[src/rgbcie_pkg.sv]
`default_nettype none

package rgbcie_pkg;

    // field widths
    localparam int PIX_W = 8;
    localparam int CHR_W = 8;

    // tristimulus arithmetic
    localparam int SUM_W   = 19;              // weighted sum, at most 300135
    localparam int TRI_W   = 9;               // X, Y, Z after scaling, at most 300
    localparam int RECIP_W = 11;
    localparam int PROD_W  = SUM_W + RECIP_W; // sum times reciprocal
    localparam int RECIP_SHIFT = 20;
    localparam int Q0_W    = PROD_W - RECIP_SHIFT;
    localparam int SCALE_W = 10;
    localparam int BACK_W  = Q0_W + SCALE_W;

    // coefficients in thousandths
    localparam int COEF_XR = 607;
    localparam int COEF_XG = 174;
    localparam int COEF_XB = 200;
    localparam int COEF_YR = 299;
    localparam int COEF_YG = 587;
    localparam int COEF_YB = 114;
    localparam int COEF_ZG = 66;
    localparam int COEF_ZB = 1111;

    // ceil(2^20 / 1000): estimate is exact or one too high
    localparam int RECIP      = 1049;
    localparam int COEF_SCALE = 1000;

    // chromaticity division
    localparam int CHROMA_SHIFT  = 8;                  // times 256
    localparam int DEN_W         = 10;                 // X+Y+Z, at most 805
    localparam int QUO_W         = 9;                  // quotient, at most 256
    localparam int REM_W         = TRI_W + CHROMA_SHIFT;
    localparam int CMP_W         = DEN_W + QUO_W - 1;
    localparam int DIV_BITS      = 3;                  // quotient bits per stage
    localparam int DIV_STAGES    = QUO_W / DIV_BITS;
    localparam int NUM_CH        = 3;                  // X, Y, Z lanes
    localparam int NUM_DIV       = 2;                  // x and y lanes

    typedef struct packed {
        logic vld;
        logic last;
    } side_t;

    typedef struct packed {
        side_t            ctl;
        logic [TRI_W-1:0] x;
        logic [TRI_W-1:0] y;
        logic [TRI_W-1:0] z;
    } tri_word_t;

endpackage

`default_nettype wire

[src/rgbcie_tristim.sv]
`default_nettype none

module rgbcie_tristim
(
    input  wire logic                             clk,
    input  wire logic                             rst_n,
    input  wire logic                             en,
    input  wire rgbcie_pkg::side_t                ctl_in,
    input  wire logic [rgbcie_pkg::PIX_W-1:0]     red,
    input  wire logic [rgbcie_pkg::PIX_W-1:0]     green,
    input  wire logic [rgbcie_pkg::PIX_W-1:0]     blue,
    output rgbcie_pkg::tri_word_t                 tri_out
);

    localparam int SUM_W  = rgbcie_pkg::SUM_W;
    localparam int PROD_W = rgbcie_pkg::PROD_W;
    localparam int Q0_W   = rgbcie_pkg::Q0_W;
    localparam int BACK_W = rgbcie_pkg::BACK_W;
    localparam int TRI_W  = rgbcie_pkg::TRI_W;
    localparam int NCH    = rgbcie_pkg::NUM_CH;

    rgbcie_pkg::side_t ctl1_reg;
    rgbcie_pkg::side_t ctl2_reg;
    rgbcie_pkg::side_t ctl3_reg;

    logic [SUM_W-1:0]  sum_reg  [NCH];
    logic [SUM_W-1:0]  sum_next [NCH];
    logic [SUM_W-1:0]  sum2_reg [NCH];
    logic [Q0_W-1:0]   q0_reg   [NCH];
    logic [Q0_W-1:0]   q0_next  [NCH];
    logic [TRI_W-1:0]  tri_reg  [NCH];
    logic [TRI_W-1:0]  tri_next [NCH];
    logic [PROD_W-1:0] prod     [NCH];
    logic [BACK_W-1:0] back     [NCH];
    logic              over     [NCH];

    // stage 1: weighted sums
    always_comb
    begin
        sum_next[0] = SUM_W'(red) * SUM_W'(rgbcie_pkg::COEF_XR)
                    + SUM_W'(green) * SUM_W'(rgbcie_pkg::COEF_XG)
                    + SUM_W'(blue) * SUM_W'(rgbcie_pkg::COEF_XB);
        sum_next[1] = SUM_W'(red) * SUM_W'(rgbcie_pkg::COEF_YR)
                    + SUM_W'(green) * SUM_W'(rgbcie_pkg::COEF_YG)
                    + SUM_W'(blue) * SUM_W'(rgbcie_pkg::COEF_YB);
        sum_next[2] = SUM_W'(green) * SUM_W'(rgbcie_pkg::COEF_ZG)
                    + SUM_W'(blue) * SUM_W'(rgbcie_pkg::COEF_ZB);
    end

    // stage 2: reciprocal estimate, stage 3: one-step correction
    always_comb
    begin
        for (int c = 0; c < NCH; c++)
        begin
            prod[c]     = PROD_W'(sum_reg[c]) * PROD_W'(rgbcie_pkg::RECIP);
            q0_next[c]  = prod[c][PROD_W-1:rgbcie_pkg::RECIP_SHIFT];
            back[c]     = BACK_W'(q0_reg[c]) * BACK_W'(rgbcie_pkg::COEF_SCALE);
            over[c]     = back[c] > BACK_W'(sum2_reg[c]);
            tri_next[c] = TRI_W'(q0_reg[c] - Q0_W'(over[c]));
        end
    end

    always_ff @(posedge clk or negedge rst_n)
    begin
        if (!rst_n)
        begin
            ctl1_reg <= '0;
            ctl2_reg <= '0;
            ctl3_reg <= '0;
        end
        else if (en)
        begin
            ctl1_reg <= ctl_in;
            ctl2_reg <= ctl1_reg;
            ctl3_reg <= ctl2_reg;
        end
    end

    always_ff @(posedge clk)
    begin
        if (en)
        begin
            for (int c = 0; c < NCH; c++)
            begin
                sum_reg[c]  <= sum_next[c];
                sum2_reg[c] <= sum_reg[c];
                q0_reg[c]   <= q0_next[c];
                tri_reg[c]  <= tri_next[c];
            end
        end
    end

    assign tri_out.ctl = ctl3_reg;
    assign tri_out.x   = tri_reg[0];
    assign tri_out.y   = tri_reg[1];
    assign tri_out.z   = tri_reg[2];

endmodule

`default_nettype wire

[src/rgbcie_divide.sv]
`default_nettype none

module rgbcie_divide
(
    input  wire logic                          clk,
    input  wire logic                          rst_n,
    input  wire logic                          en,
    input  wire rgbcie_pkg::tri_word_t         tri_in,
    output logic [rgbcie_pkg::CHR_W-1:0]       chroma_x,
    output logic [rgbcie_pkg::CHR_W-1:0]       chroma_y,
    output logic                               defined,
    output rgbcie_pkg::side_t                  ctl_out
);

    localparam int DEN_W  = rgbcie_pkg::DEN_W;
    localparam int QUO_W  = rgbcie_pkg::QUO_W;
    localparam int REM_W  = rgbcie_pkg::REM_W;
    localparam int CMP_W  = rgbcie_pkg::CMP_W;
    localparam int NST    = rgbcie_pkg::DIV_STAGES;
    localparam int NBIT   = rgbcie_pkg::DIV_BITS;
    localparam int NDIV   = rgbcie_pkg::NUM_DIV;
    localparam int SH     = rgbcie_pkg::CHROMA_SHIFT;

    typedef struct packed {
        logic [REM_W-1:0] rem;
        logic [QUO_W-1:0] quo;
    } div_lane_t;

    // restoring division, NBIT quotient bits from bit top downward
    function automatic div_lane_t div_steps(div_lane_t lane_in, logic [DEN_W-1:0] den,
                                            int top);
        div_lane_t        lane;
        logic [CMP_W-1:0] shifted;
        lane = lane_in;
        for (int k = 0; k < NBIT; k++)
        begin
            shifted = CMP_W'(den) << (top - k);
            if (CMP_W'(lane.rem) >= shifted)
            begin
                lane.rem            = lane.rem - shifted[REM_W-1:0];
                lane.quo[top - k]   = 1'b1;
            end
        end
        return lane;
    endfunction

    rgbcie_pkg::side_t ctl_reg [NST+1];
    logic              def_reg [NST+1];
    logic [DEN_W-1:0]  den_reg [NST];
    div_lane_t         lane_reg  [NST+1][NDIV];
    div_lane_t         lane_next [NST+1][NDIV];
    logic [DEN_W-1:0]  den_next;
    logic              def_next;

    // stage 0: sum and numerators; a black pixel divides 0 by all-ones
    always_comb
    begin
        den_next = DEN_W'(tri_in.x) + DEN_W'(tri_in.y) + DEN_W'(tri_in.z);
        def_next = den_next != '0;
        if (!def_next)
        begin
            den_next = '1;
        end
        lane_next[0][0].rem = REM_W'({tri_in.x, SH'(0)});
        lane_next[0][0].quo = '0;
        lane_next[0][1].rem = REM_W'({tri_in.y, SH'(0)});
        lane_next[0][1].quo = '0;
    end

    for (genvar s = 1; s <= NST; s++)
    begin : g_stage
        always_comb
        begin
            for (int l = 0; l < NDIV; l++)
            begin
                lane_next[s][l] = div_steps(lane_reg[s-1][l], den_reg[s-1],
                                            QUO_W - 1 - NBIT * (s - 1));
            end
        end
    end

    always_ff @(posedge clk or negedge rst_n)
    begin
        if (!rst_n)
        begin
            for (int s = 0; s <= NST; s++)
            begin
                ctl_reg[s] <= '0;
            end
        end
        else if (en)
        begin
            ctl_reg[0] <= tri_in.ctl;
            for (int s = 1; s <= NST; s++)
            begin
                ctl_reg[s] <= ctl_reg[s-1];
            end
        end
    end

    always_ff @(posedge clk)
    begin
        if (en)
        begin
            def_reg[0] <= def_next;
            den_reg[0] <= den_next;
            for (int s = 1; s <= NST; s++)
            begin
                def_reg[s] <= def_reg[s-1];
            end
            for (int s = 1; s < NST; s++)
            begin
                den_reg[s] <= den_reg[s-1];
            end
            for (int s = 0; s <= NST; s++)
            begin
                for (int l = 0; l < NDIV; l++)
                begin
                    lane_reg[s][l] <= lane_next[s][l];
                end
            end
        end
    end

    // quotient of 256 wraps to 0 in the 8-bit field
    assign chroma_x = lane_reg[NST][0].quo[rgbcie_pkg::CHR_W-1:0];
    assign chroma_y = lane_reg[NST][1].quo[rgbcie_pkg::CHR_W-1:0];
    assign defined  = def_reg[NST];
    assign ctl_out  = ctl_reg[NST];

endmodule

`default_nettype wire

[src/rgb_to_cie_chromaticity.sv]
// channel  | handshake                    | payload
// ---------+------------------------------+------------------------------------
// pixel    | pixel_valid / pixel_stall    | red, green, blue, end_of_frame
// chroma   | chroma_valid / chroma_stall  | chroma_x, chroma_y, defined, last_out
//
// one pixel per cycle sustained while no chroma word is stalled; pipeline from
// accept to chroma word: 3 tristimulus stages, 1 sum stage, 3 divider stages
// rst_n clears all valid bits and the input skid register, payload is not reset
// a stalled chroma word freezes the whole pipeline; the skid register takes the
// pixel offered in that cycle so pixel_stall is a plain register output
`default_nettype none

module rgb_to_cie_chromaticity
(
    input  wire logic                          clk,
    input  wire logic                          rst_n,
    input  wire logic                          pixel_valid,
    output logic                               pixel_stall,
    input  wire logic [rgbcie_pkg::PIX_W-1:0]  red,
    input  wire logic [rgbcie_pkg::PIX_W-1:0]  green,
    input  wire logic [rgbcie_pkg::PIX_W-1:0]  blue,
    input  wire logic                          end_of_frame,
    output logic                               chroma_valid,
    input  wire logic                          chroma_stall,
    output logic [rgbcie_pkg::CHR_W-1:0]       chroma_x,
    output logic [rgbcie_pkg::CHR_W-1:0]       chroma_y,
    output logic                               defined,
    output logic                               last_out
);

    localparam int PIX_W = rgbcie_pkg::PIX_W;

    // skid register on the input side
    logic              skid_full_reg;
    logic              skid_full_next;
    logic [PIX_W-1:0]  skid_red_reg;
    logic [PIX_W-1:0]  skid_green_reg;
    logic [PIX_W-1:0]  skid_blue_reg;
    logic              skid_last_reg;

    // pipeline advance: everything moves unless the output word is held
    logic              en;

    rgbcie_pkg::side_t     front_ctl;
    logic [PIX_W-1:0]      front_red;
    logic [PIX_W-1:0]      front_green;
    logic [PIX_W-1:0]      front_blue;
    rgbcie_pkg::tri_word_t tri_word;
    rgbcie_pkg::side_t     out_ctl;

    assign en = !(out_ctl.vld && chroma_stall);

    // front of pipe takes the skid word first, otherwise the live pixel
    always_comb
    begin
        if (skid_full_reg)
        begin
            front_ctl.vld  = 1'b1;
            front_ctl.last = skid_last_reg;
            front_red      = skid_red_reg;
            front_green    = skid_green_reg;
            front_blue     = skid_blue_reg;
        end
        else
        begin
            front_ctl.vld  = pixel_valid;
            front_ctl.last = end_of_frame;
            front_red      = red;
            front_green    = green;
            front_blue     = blue;
        end
    end

    always_comb
    begin
        if (skid_full_reg)
        begin
            skid_full_next = !en;
        end
        else
        begin
            skid_full_next = pixel_valid && !en;
        end
    end

    always_ff @(posedge clk or negedge rst_n)
    begin
        if (!rst_n)
        begin
            skid_full_reg <= 1'b0;
        end
        else
        begin
            skid_full_reg <= skid_full_next;
        end
    end

    // capture a pixel accepted while the pipeline is frozen
    always_ff @(posedge clk)
    begin
        if (!skid_full_reg && pixel_valid && !en)
        begin
            skid_red_reg   <= red;
            skid_green_reg <= green;
            skid_blue_reg  <= blue;
            skid_last_reg  <= end_of_frame;
        end
    end

    assign pixel_stall = skid_full_reg;

    rgbcie_tristim u_tristim
    (
        .clk     (clk),
        .rst_n   (rst_n),
        .en      (en),
        .ctl_in  (front_ctl),
        .red     (front_red),
        .green   (front_green),
        .blue    (front_blue),
        .tri_out (tri_word)
    );

    // last divider stage doubles as the output register
    rgbcie_divide u_divide
    (
        .clk      (clk),
        .rst_n    (rst_n),
        .en       (en),
        .tri_in   (tri_word),
        .chroma_x (chroma_x),
        .chroma_y (chroma_y),
        .defined  (defined),
        .ctl_out  (out_ctl)
    );

    assign chroma_valid = out_ctl.vld;
    assign last_out     = out_ctl.last;

endmodule

`default_nettype wire

[config.mk]
export PLATFORM = sky130hd
export DESIGN_NAME = rgb_to_cie_chromaticity
export DESIGN_NICKNAME = d
export VERILOG_FILES = /design/src/rgbcie_pkg.sv /design/src/rgbcie_tristim.sv /design/src/rgbcie_divide.sv /design/src/rgb_to_cie_chromaticity.sv
export SDC_FILE = /design/constraint.sdc
export NUM_CORES = 2
export LEC_CHECK = 0
export ABC_AREA = 1
export BUFFER_PORTS_ARGS = -buffer_cell sky130_fd_sc_hd__buf_2
export CAP_MARGIN = 20
export CORE_UTILIZATION = 40
export CTS_CLUSTER_SIZE = 28
export DETAILED_ROUTE_END_ITERATION = 7
export SLEW_MARGIN = 30
export SYNTH_ARGS = -nofsm -noshare
export SYNTH_HDL_FRONTEND = slang
export SYNTH_SLANG_ARGS = --single-unit
[constraint.sdc]
create_clock -name clk -period 35 [get_ports clk]
set_input_delay 8.75 -clock clk [delete_from_list [all_inputs] [get_ports clk]]
set_output_delay 8.75 -clock clk [all_outputs]
set_load 0.02 [all_outputs]
After elaboration in Yosys (flattened, before gate mapping) --
Memory sizes are Yosys's and may differ from the RTL's. Index checks and enable logic that the tools add are counted.
Word-level totals: memory bits (writable) 413, register bits after elaboration 40, memories 7, output and inout port bits 20, input bits 29, word-level logic and storage cells 136
Memories:
- u_divide.lane_reg | depth 4, width 52, rd ports 4, clocked after memory_dff 0, write ports 4, line rgbcie_divide.sv:50 | div_lane_t lane_reg [NST+1][NDIV];
- u_tristim.sum2_reg | depth 3, width 19, rd ports 3, clocked after memory_dff 0, write ports 3, line rgbcie_tristim.sv:28 | logic [SUM_W-1:0] sum2_reg [NCH];
- u_tristim.sum_reg | depth 3, width 19, rd ports 3, clocked after memory_dff 0, write ports 3, line rgbcie_tristim.sv:26 | logic [SUM_W-1:0] sum_reg [NCH];
- u_divide.den_reg | depth 3, width 10, rd ports 3, clocked after memory_dff 0, write ports 3, line rgbcie_divide.sv:49 | logic [DEN_W-1:0] den_reg [NST];
- u_tristim.q0_reg | depth 3, width 10, rd ports 3, clocked after memory_dff 0, write ports 3, line rgbcie_tristim.sv:29 | logic [Q0_W-1:0] q0_reg [NCH];
- u_tristim.tri_reg | depth 3, width 9, rd ports 3, clocked after memory_dff 0, write ports 3, line rgbcie_tristim.sv:31 | logic [TRI_W-1:0] tri_reg [NCH];
- 1 more memories
Cells by class: reductions and logical operators 6, add/subtract/negate cells 28, $mul 14, muxes and demuxes 41, magnitude comparators 21
Operators with widths (number):
- $mux W17 | 16
- $mul A19 B11 Y30 const B | 3
- $sub A17 B17 Y17 | 4
- $gt A20 B19 Y1 | 3
- $mul A10 B7 Y17 const B | 3
- $ge A17 B18 Y1 | 2
- $mul A8 B10 Y18 const B | 2
- $mux W18 | 2
- $ge A17 B10 Y1 | 2
- $ge A17 B11 Y1 | 2
- $ge A17 B12 Y1 | 2
- $ge A17 B13 Y1 | 2
- $ge A17 B14 Y1 | 2
- $ge A17 B15 Y1 | 2
- $ge A17 B16 Y1 | 2
- $ge A17 B17 Y1 | 2
- $sub A17 B10 Y17 | 2
- $sub A17 B11 Y17 | 2
- $sub A17 B12 Y17 | 2
- $sub A17 B13 Y17 | 2
- $sub A17 B14 Y17 | 2
- $sub A17 B15 Y17 | 2
- $sub A17 B16 Y17 | 2
- $mul A8 B6 Y14 const B | 2
- 19 further kinds | 43

Depth between registers and ports, before layout --
An unclocked memory read counts as a cell.
depth after elaboration 7, mapped depth 42, gate-level depth less buffers 38

By module --
From an unflattened synthesis, not the netlist that was laid out.
Second synthesis, totals: cell total of the unflattened synthesis 5554, area total of the unflattened synthesis 47431.7 um^2
Modules (own cells, without submodules):
- rgbcie_tristim | sequential area each 5285.1 um^2, cells an instance 3356, times used 1, area an instance 30949.7 um^2
- rgbcie_divide | sequential area each 4164.0 um^2, cells an instance 2085, times used 1, area an instance 15322.2 um^2
- rgb_to_cie_chromaticity | sequential area each 775.7 um^2, cells an instance 113, times used 1, area an instance 1159.9 um^2

Least setup slack after synthesis --
OpenSTA, ideal clock, no wires.
path type input to register, start point input port chroma_stall, end point register skid_blue_reg[0] (enable), slack 12585 ps, buffers on the path 1, stages 3, setup time 1357 ps, arrival time 21057 ps, data required time 33643 ps, cell sequence nand2_1 -> clkbuf_1 -> nor3b_1
On the way: longest elaborated chain between the ends 2
RTL lines:
- start: declaration | line rgb_to_cie_chromaticity.sv:24 | input wire logic chroma_stall,
- $logic_and A1 B1 Y1 | line rgb_to_cie_chromaticity.sv:51 | assign en = !(out_ctl.vld && chroma_stall);
- $logic_and A1 B1 Y1 | line rgb_to_cie_chromaticity.sv:101 | if (!skid_full_reg && pixel_valid && !en)
- end signal: assignment | line rgb_to_cie_chromaticity.sv:105 | skid_blue_reg <= blue;
- end: declaration | line rgb_to_cie_chromaticity.sv:38 | logic [PIX_W-1:0] skid_blue_reg;
No other way between the ends. A chain may end at the register's enable or synchronous reset.

==> summary.md <==
Outcome
* finished clean — result of the run

Routing
* 97200 um — Post-Route WL
* 0 — remaining design rule violation count
* 1260 — first-iteration detailed-routing DRC count
* 14.5 um — Routed WL per cell
* 5 — TritonRoute pass-1 iters
* 32500 — vias after detailed routing
* 0 — count of antenna-violating nets left after detailed routing
* 4.86 — average via count per standard cell

Finish
* 0.0414 — layout cells sized above 1
* 98 — number of flip-flops under the largest register name
* 0.0489 mm2 — summed area of non-filler cells in the final layout
* 0.435 — final design utilization
* 0 — antenna diode count
* 6450 — Final #Nets
* 7.76% — area delta synth->final

Clock network
* 0 — Post-CTS Repair Setup Buffers
* 2 — depth of the CTS H-tree
* 3 — buffer levels on the longest clock path
* clkbuf_16 — cell at the root of the clock tree
* 343 — TritonCTS sink count
* yes — clock tree from TritonCTS
* 44 — number of clock buffers inserted by TritonCTS
* 0.60 ns — Skew-Pair Late Insertion Delay
* 0.05 ns — CTS clk-pin slew, worst paths
* 0 — PostCTS Resize Cnt
* 0 — number of hold buffers added after cts

Floorplan
* 0.404 — initial core utilization
* 339 um — Die Y
* 0.112 mm2 — core area
* 123 — std cell rows
* 0.115 mm2 — Die ar.
* 49 — I/O Pins
* 339 um — die width

Critical path
* 15.77 ns — Arr. time, crit path
* 35.33 ns — data required time at the worst endpoint
* 10 — peak fanout along the critical path
* register — kind of capture point of the worst setup path
* 27.13 ns — worst reg-to-reg setup slack
* in2reg — Critical Setup Path Class
* primary input — type of origin of the critical path
* 0.62 ns — highest cell delay on the worst timing path
* fa_1 — Slowest-stage cell, CP

STA
* 0.441 — Period Utilization, post-route
* 0.0304 ns — clock skew after layout
* no — setup repair after global routing missed its margin
* 19.56 ns — Final Worst Setup Slack
* 0.0648 GHz — FMAX
* 0.282 — Rel. slew slack
* 0 — number of setup violations in the final report
* 1.07 ns — Slew @ Worst Pin
* 0 — total count of hold-check failures in the final report
* 15.44 ns — Tmin final
* 0 ns — Setup Total Neg Slack
* 0 — final number of max-transition violations

Logic synthesis
* edfxtp_1 — dominant register cell in the synthesized netlist
* 8.93 um2 — per-instance average area after synthesis
* ha_1 25%, edfxtp_1 22%, fa_1 16% — top cells by area in the synthesized netlist
* 0 — number of warning messages in the yosys log
* 343 — register bit count reported by yosys
* 0.225 — sequential element share of the synthesized area
* 63 — count of distinct cell types in the synthesized netlist
* 6383 — Post-Synthesis Net Count
* 0.0454 mm2 — post-synthesis cell area
* 328 — EDFF count, synth
* 5085 — gate count of the mapped netlist
* ha_1 — biggest area consumer among synthesized cells
* 0.252 — area share of the leading cell type in the synthesized netlist
* 0.0437 — async set or reset register ratio after synthesis

Global route
* 163000 um — wire length of the first global-routing pass
* 159 — pin count of the biggest net entering global routing
* 0 — aggregate global routing overflow
* 0.172 — total global-route track usage
* 33000 — via count of the first global-routing pass
* 0 — initial antenna violation count

Placement
* 18.98 ns — worst slack at placement
* 0.877 — routability congestion estimate
* 0.0474 mm2 — Placement Cell Area
* 81300 um — HPWL after detailed placement
* 48 — count of buffers inserted at the top-level ports

Run
* 0 — max capacitance violation total

Min path
* reg2reg — hold crit path type

## final timing paths
check                      cells after the start                      from                       end
max reg2reg                                   30               pixel_stall  u_tristim.sum_reg[0][37]
min                                            0  u_divide.lane_reg[2][30]  u_divide.lane_reg[3][30]
max in group asynchronous                      1                     rst_n       u_divide.ctl_reg[2]
min reg2reg                                    0  u_divide.lane_reg[2][30]  u_divide.lane_reg[3][30]
min in group asynchronous                      1                     rst_n     u_tristim.ctl1_reg[1]
max                                           30                   blue[0]  u_tristim.sum_reg[0][37]
## area by class of cell
cell class / count / area, um2
Inverter: 1110 / 4170
Timing Repair Buffer: 55 / 309
Tap cell: 1500 / 1880
Clock inverter: 24 / 287
Fill cell: 11000 / 63600
Sequential cell: 343 / 10200
Clock buffer: 57 / 1230
Multi-Input combinational cell: 3598 / 30800
## worst max-delay path, delay by kind of cell
family / cells / cell delay [ns]
xor gates and xnor gates: 2 / 0.34
buffers and inverters: 7 / 0.81
and+or+nand+nor: 5 / 0.33
AOI/OAI and AO/OA: 6 / 1.48
adders and majority gates: 10 / 4.04
## metrics by stage
step                      hold slack (ns)  cells
after floorplan                     0.400   5085
after global placement              0.402   6606
after detailed placement            0.405   6606
after CTS                           0.419   6687
after global routing                0.422   6687
final                               0.417   6687
## synth_stat cells (15+ instances only)
cell         n
a21o_1      15
a21oi_1    331
clkbuf_1    15
dfrtp_1     15
edfxtp_1   328
fa_1       356
ha_1       913
inv_1     1098
nand2_1    786
nand3_1    170
nand4_1     54
nor2_1     206
nor3_1      33
o211ai_1    16
o21ai_0    211
o21ai_1     15
o21bai_1    23
xnor2_1     95
xor2_1     195
## routing by layer
| metal | GRT usage | vias up | share of wire |
|---|---|---|---|
| met1 | 0.219 | 15200 | 0.46 |
| met5 | 0 | - | 0 |
| met2 | 0.306 | 400 | 0.49 |
| met4 | 0.0520 | 0 | 0.030 |
| met3 | 0.0189 | 144 | 0.029 |
| li1 | - | 16800 | - |
## cells in the final DEF (no fill, tap or decap), drive strengths merged, types with 5 or more instances in the layout
cell type | netlist | final
buf | 19 | 55
nand4 | 56 | 56
edfxtp | 328 | 328
nand3 | 182 | 182
ha | 913 | 913
xnor2 | 95 | 95
inv | 1110 | 1113
a21o | 15 | 15
mux2 | 6 | 6
o211ai | 16 | 16
clkbuf | 15 | 57
nor4 | 6 | 6
nor2 | 218 | 218
a221oi | 5 | 5
xor2 | 195 | 195
or2 | 10 | 10
a21oi | 337 | 337
a211oi | 8 | 8
nand3b | 6 | 6
clkinv | 0 | 15
a21boi | 14 | 14
o21bai | 23 | 23
nand2 | 804 | 804
o21a | 8 | 8
nor3 | 34 | 34
dfrtp | 15 | 15
bufinv | 0 | 6
fa | 356 | 356
o2111ai | 8 | 8
o21ai | 232 | 232
a31oi | 14 | 14
o221ai | 5 | 5
o31ai | 8 | 8
## kinds of logic (layout without fill, tap and decap cells)
kind of cell | Yosys count | after routing | synth area share
and+or+nand+nor | 1330 | 1330 | 0.126
adders and majority gates | 1269 | 1269 | 0.408
buffers and inverters | 1144 | 1246 | 0.0962
AOI/OAI and AO/OA | 703 | 703 | 0.0865
DFF | 343 | 343 | 0.225
xor gates and xnor gates | 290 | 290 | 0.0559
muxes | 6 | 6 | 0.00149
Power is left out: the tool's default activity adds up to more than one toggle a clock period on the data nets, which glitch-free logic cannot reach.
